### config.mk
export PLATFORM = sky130hd
export DESIGN_NAME = dref_div
export DESIGN_NICKNAME = d
export VERILOG_FILES = /design/src/rtl/dref_pkg.sv /design/src/rtl/dref_div.sv
export SDC_FILE = /design/constraint.sdc
export NUM_CORES = 2
export LEC_CHECK = 0
export ABC_CLOCK_PERIOD_IN_PS = 6900
export BUFFER_PORTS_ARGS = -buffer_cell sky130_fd_sc_hd__buf_2
export CAP_MARGIN = 20
export CORE_MARGIN = 3
export CORE_UTILIZATION = 48
export DETAILED_ROUTE_END_ITERATION = 8
export GPL_ROUTABILITY_DRIVEN = 0
export SLEW_MARGIN = 20
export SYNTH_ARGS = -nofsm -noshare
export SYNTH_HDL_FRONTEND = slang
export SYNTH_SLANG_ARGS = --single-unit
### constraint.sdc
create_clock -name aclk -period 6.9 [get_ports aclk]
set_clock_uncertainty 0.05 [all_clocks]
set_input_delay 1.38 -clock aclk [delete_from_list [all_inputs] [get_ports aclk]]
set_output_delay 1.38 -clock aclk [all_outputs]
set_load 0.01 [all_outputs]
### src/rtl/dref_pkg.sv
`timescale 1ns / 1ps

package dref_pkg;

    localparam int SAMPLE_W    = 16;
    localparam int INDEX_W     = 11;
    localparam int LEN_W       = 12;
    localparam int COEFF_W     = 16;
    localparam int COEFF_FRAC  = 8;
    localparam int CMD_W       = 2;
    localparam int CFG_INDEX_W = 2;
    localparam int CFG_DATA_W  = 16;
    localparam int RESULT_W    = 32;
    localparam int VALUE_SHIFT = 16;

    localparam int PROD_W     = COEFF_W + SAMPLE_W;
    localparam int NUM_W      = PROD_W + COEFF_FRAC;
    localparam int QUOT_W     = RESULT_W;
    localparam int HI_W       = NUM_W - QUOT_W;
    localparam int DIV_STEP   = 2;
    localparam int DIV_STAGES = QUOT_W / DIV_STEP;

    localparam int S_TDATA_W = 32;
    localparam int S_TUSER_W = CMD_W;
    localparam int M_TDATA_W = 48;
    localparam int M_TUSER_W = 2;

    localparam int MAX_POINTS_DEF  = 2048;
    localparam int SAMPLE_BITS_DEF = 16;

    localparam logic [COEFF_W-1:0] COEFF_RESET  = 16'd256;
    localparam logic [LEN_W-1:0]   POINTS_RESET = 12'd512;

    typedef enum logic [CMD_W-1:0] {
        CMD_CORRECT   = 2'd0,
        CMD_LOAD_DARK = 2'd1,
        CMD_LOAD_REF  = 2'd2
    } cmd_t;

    typedef enum logic [1:0] {
        MODE_PASS           = 2'd0,
        MODE_DARK_SUB       = 2'd1,
        MODE_REF_RATIO      = 2'd2,
        MODE_DARK_REF_RATIO = 2'd3
    } mode_t;

    typedef enum logic [CFG_INDEX_W-1:0] {
        CFG_MODE   = 2'd0,
        CFG_COEFF  = 2'd1,
        CFG_POINTS = 2'd2
    } cfg_index_t;

    typedef struct packed {
        logic                valid;
        logic [INDEX_W-1:0]  index;
        logic                mism;
        logic                ratio;
        logic                zero_den;
        logic                sat;
        logic [SAMPLE_W-1:0] pass_val;
        logic [SAMPLE_W-1:0] den;
        logic [SAMPLE_W-1:0] rem;
        logic [QUOT_W-1:0]   work;
    } div_word_t;

    typedef struct packed {
        logic [RESULT_W-1:0] value;
        logic [INDEX_W-1:0]  index;
        logic                mism;
        logic                sat;
    } result_t;

    // one restoring step: numerator bits shift out of work, quotient bits shift in
    function automatic div_word_t div_step(div_word_t w);
        logic [SAMPLE_W:0] trial;
        div_word_t         r;
        r     = w;
        trial = {w.rem, w.work[QUOT_W-1]};
        if (trial >= {1'b0, w.den}) begin
            r.rem  = SAMPLE_W'(trial - {1'b0, w.den});
            r.work = {w.work[QUOT_W-2:0], 1'b1};
        end else begin
            r.rem  = trial[SAMPLE_W-1:0];
            r.work = {w.work[QUOT_W-2:0], 1'b0};
        end
        return r;
    endfunction

endpackage

### src/rtl/dref_div.sv
`timescale 1ns / 1ps

module dref_div (
    input  logic                aclk,
    input  logic                aresetn,
    input  logic                en,
    input  dref_pkg::div_word_t div_in,
    output dref_pkg::div_word_t div_out
);

    localparam int N = dref_pkg::DIV_STAGES;

    logic [N-1:0]        valid_reg;
    dref_pkg::div_word_t stage_reg [N];

    always_ff @(posedge aclk) begin
        if (!aresetn) begin
            valid_reg <= '0;
        end else if (en) begin
            valid_reg <= {valid_reg[N-2:0], div_in.valid};
        end
    end

    for (genvar k = 0; k < N; k++) begin : g_stage
        dref_pkg::div_word_t stage_src;
        dref_pkg::div_word_t stage_next;

        if (k == 0) begin : g_first
            assign stage_src = div_in;
        end else begin : g_rest
            assign stage_src = stage_reg[k-1];
        end

        always_comb begin
            stage_next = stage_src;
            for (int j = 0; j < dref_pkg::DIV_STEP; j++) begin
                stage_next = dref_pkg::div_step(stage_next);
            end
        end

        always_ff @(posedge aclk) begin
            if (en) begin
                stage_reg[k] <= stage_next;
            end
        end
    end

    always_comb begin
        div_out       = stage_reg[N-1];
        div_out.valid = valid_reg[N-1];
    end

endmodule
==> key figures <==
Worst setup path
  – CP delay by family, top: compound AO/OA/AOI/OAI gates
  – Worst path cell trace: inv_1 -> ha_1 -> nor2b_1 -> o31a_1 -> o31a_1 -> o221a_2 -> o311ai_1 -> a21oi_2 -> a21oi_1 -> ha_1 -> nor2b_1 -> o31a_1 -> nor4b_1 -> o31ai_1 -> a21o_1 -> a21oi_1 -> o21ai_0 -> a21oi_4 -> mux2_2
  – Worst path bufs/invs: 1
  – Worst-path fanout max: 17
  – Largest stage delay, worst path: 0.53 ns
  – Startpoint Class: flip-flop
  – CP dominant cell by count: o31a_1
  – Critical path class: flip-flop to flip-flop
  – Crit path capture type: flip-flop
  – Worst EP required: about 7.4 ns
  – CP arrival: 6.77 ns
  – Crit-path slowest cell: a21oi_4

Synthesis
  – Count leader, synth: edfxtp_1
  – Most frequent cells after synthesis: edfxtp_1 (1520), ha_1 (512), inv_1 (411)
  – Main synth FF type: edfxtp_1
  – EDFF count, synth: 1520
  – Fraction of registers with async set/reset: 0
  – Cell count after synthesis: 5557
  – Synth top area share: 0.608
  – Synth top area cells: edfxtp_1 (61%), ha_1 (8.5%), mux2_2 (4.8%), xnor2_1 (3.0%), a21oi_1 (2.3%)
  – Yosys warns: 0
  – Sequential cell area fraction in the yosys report: 0.612
  – Count of state elements after synthesis: between 1500 and 2000
  – Synth Area per Inst: ~14 sq um
  – Cell variety after synth: 94
  – Cell accounting for the most synthesized area: edfxtp_1
  – Post-Syn Nets: 6200
  – Mapped cell area: roughly 75000 sq um

Global route
  – Largest net degree at the start of global routing: around 160
  – Vias in the first global route: 42518
  – Initial antenna violation count: 9
  – GRT Overall Usage: 0.180
  – First-pass GRT wire length: roughly 230000 microns
  – Global route overflow: 0

STA
  – Final worst path period need: 6.30 ns
  – Worst rel slew slack: 0.338
  – TNS Setup: 0 ns
  – Max Clk Rate: 0.159 GHz
  – Worst-margin pin slew: around 0.99 ns
  – RSZ-0062 raised after global routing: no
  – Final Hold Viols: 0
  – Setup Viol. Count Final: 0
  – Period utilization: 0.912
  – Slew Limit Fails: 0

Floorplan
  – Area of the core: around 150000 sq um
  – Die Y: 401 microns
  – Die area: between 150000 and 200000 sq um
  – Row cnt: 144
  – Initial core utilization: 0.485
  – I/O pins: 195
  – Die W: 401 microns

Clocking
  – CTS buffer count: 165
  – Clock Latency Late Sink: 0.79 ns
  – H-Tree Depth: 4
  – CTS tree: yes
  – Clk slew on worst S/H paths: 0.06 ns
  – CTS root buf: clkbuf_16
  – TritonCTS Sinks: 1536
  – Max Buffers Root-to-Sink: 3

Detailed routing
  – Total number of vias: between 40000 and 50000
  – Drt first pass iters: 5
  – Initial DRC count: 3219
  – WL final: 147000 microns
  – DR WL/cell: roughly 18 microns
  – Post-route ant nets: 0
  – Via density: around 5.4
  – # DRC: 0

Final layout
  – Flip-flop count of the largest register after layout: around 1500
  – Final design utilization: 0.546
  – Synth-to-layout area growth: 12.5%
  – Fill cell count: 12800
  – Sequential cell area: roughly 46000 sq um
  – Layout Cells excl Fill: 8082
  – Layout Nets: 6545
  – Share of cells above drive strength 1: 0.145
  – Multi-input logic area: 27200 sq um

Min path
  – Hold crit path type: flip-flop to flip-flop

Placement
  – DP Cell Count: between 7000 and 8000
  – Detailed Place HPWL: 106000 microns
  – Port bufs: 194

Job
  – # Max-Cap Violations: 0

Status
  – Status: finished, final reports clean
[through the flow]
step | hold slack (ns) | worst slack (ns) | instance area [sq um]
final | 0.340 | 0.604 | 84500
after floorplan | 0.350 | 0.574 | 75100
after detailed placement | 0.355 | 0.175 | 78800
after global placement | 0.350 | 0.265 | 78800
after global routing | 0.347 | 0.175 | 84500
after CTS | 0.336 | 0.601 | 84500
[layer usage]
metal / wire length, microns / up-vias / track usage
li1: - / 21659 / -
met4: 3390 / 4 / 0.0502
met3: 7610 / 243 / 0.0332
met5: 27 / - / 0
met1: 72300 / 20895 / 0.270
met2: 63300 / 952 / 0.267
[worst reg2reg max path: cells and delay by family (launching register included)]
family | cells | cell delay (ns)
AND/OR/NAND/NOR | 3 | 0.68
adder cells (fa/ha/maj) | 2 | 0.62
multiplexers | 1 | 0.45
buffers and inverters | 1 | 0.24
AO/OA/AOI/OAI | 12 | 3.53
flip-flops | 1 | 0.47
[layout by cell type (no fill, tap or decap), types with 27 or more instances in the layout]
master,instances
nand4_1,63
xor2_1,123
o21ai_0,228
inv_1,411
fa_1,32
o31ai_1,34
o21a_1,82
clkbuf_1,30
nand3_1,60
edfxtp_1,1520
ha_1,512
o21bai_1,48
mux2_2,321
a21o_1,140
a211oi_1,43
a31oi_1,38
mux2i_1,49
buf_4,39
nand2b_1,49
nor2_1,326
nor3_1,95
clkinv_2,27
and3_1,31
buf_2,193
nor2b_1,65
a21oi_1,350
nand2_1,273
xnor2_1,257
clkbuf_16,168
[worst paths after layout]
path                                   startpoint           endpoint  slack, ns  depth (start not counted)
worst max-delay path            stage_reg[1][433]  stage_reg[1][520]       0.60                         19
worst min-delay path            stage_reg[1][291]  stage_reg[1][389]       0.34                          0
worst max register to register  stage_reg[1][433]  stage_reg[1][520]       0.60                         19
worst min register to register  stage_reg[1][291]  stage_reg[1][389]       0.34                          0
[cells by family (layout without fill, tap and decap cells)]
family,after synthesis,count (layout),share of synthesized area
buffers and inverters,479,955,0.0248
and+or+nand+nor,1070,1070,0.0676
other,0,5,0
xor gates and xnor gates,380,380,0.0443
adders and majority gates,544,544,0.0939
DFF,1536,1536,0.612
AOI/OAI and AO/OA,1171,1171,0.101
muxes,377,377,0.0561
[final cells by class]
cell class | count | area share
Timing Repair Buffer | 243 | 0.0175
Inverter | 414 | 0.0184
Tap cell | 2044 | 0.0303
Antenna cell | 5 | 0.000148
Sequential cell | 1536 | 0.544
Multi-Input combinational cell | 3542 | 0.322
Clock inverter | 97 | 0.0154
Clock buffer | 201 | 0.0516
[repair_timing]
item	CTS	global route
buffers inserted	0	0
gates resized for setup	0	1
setup endpoints to repair	0	13
hold buffers	0	0
Power is not shown: default switching activity piles up to over one toggle a cycle in this logic, so the estimate is an artifact.
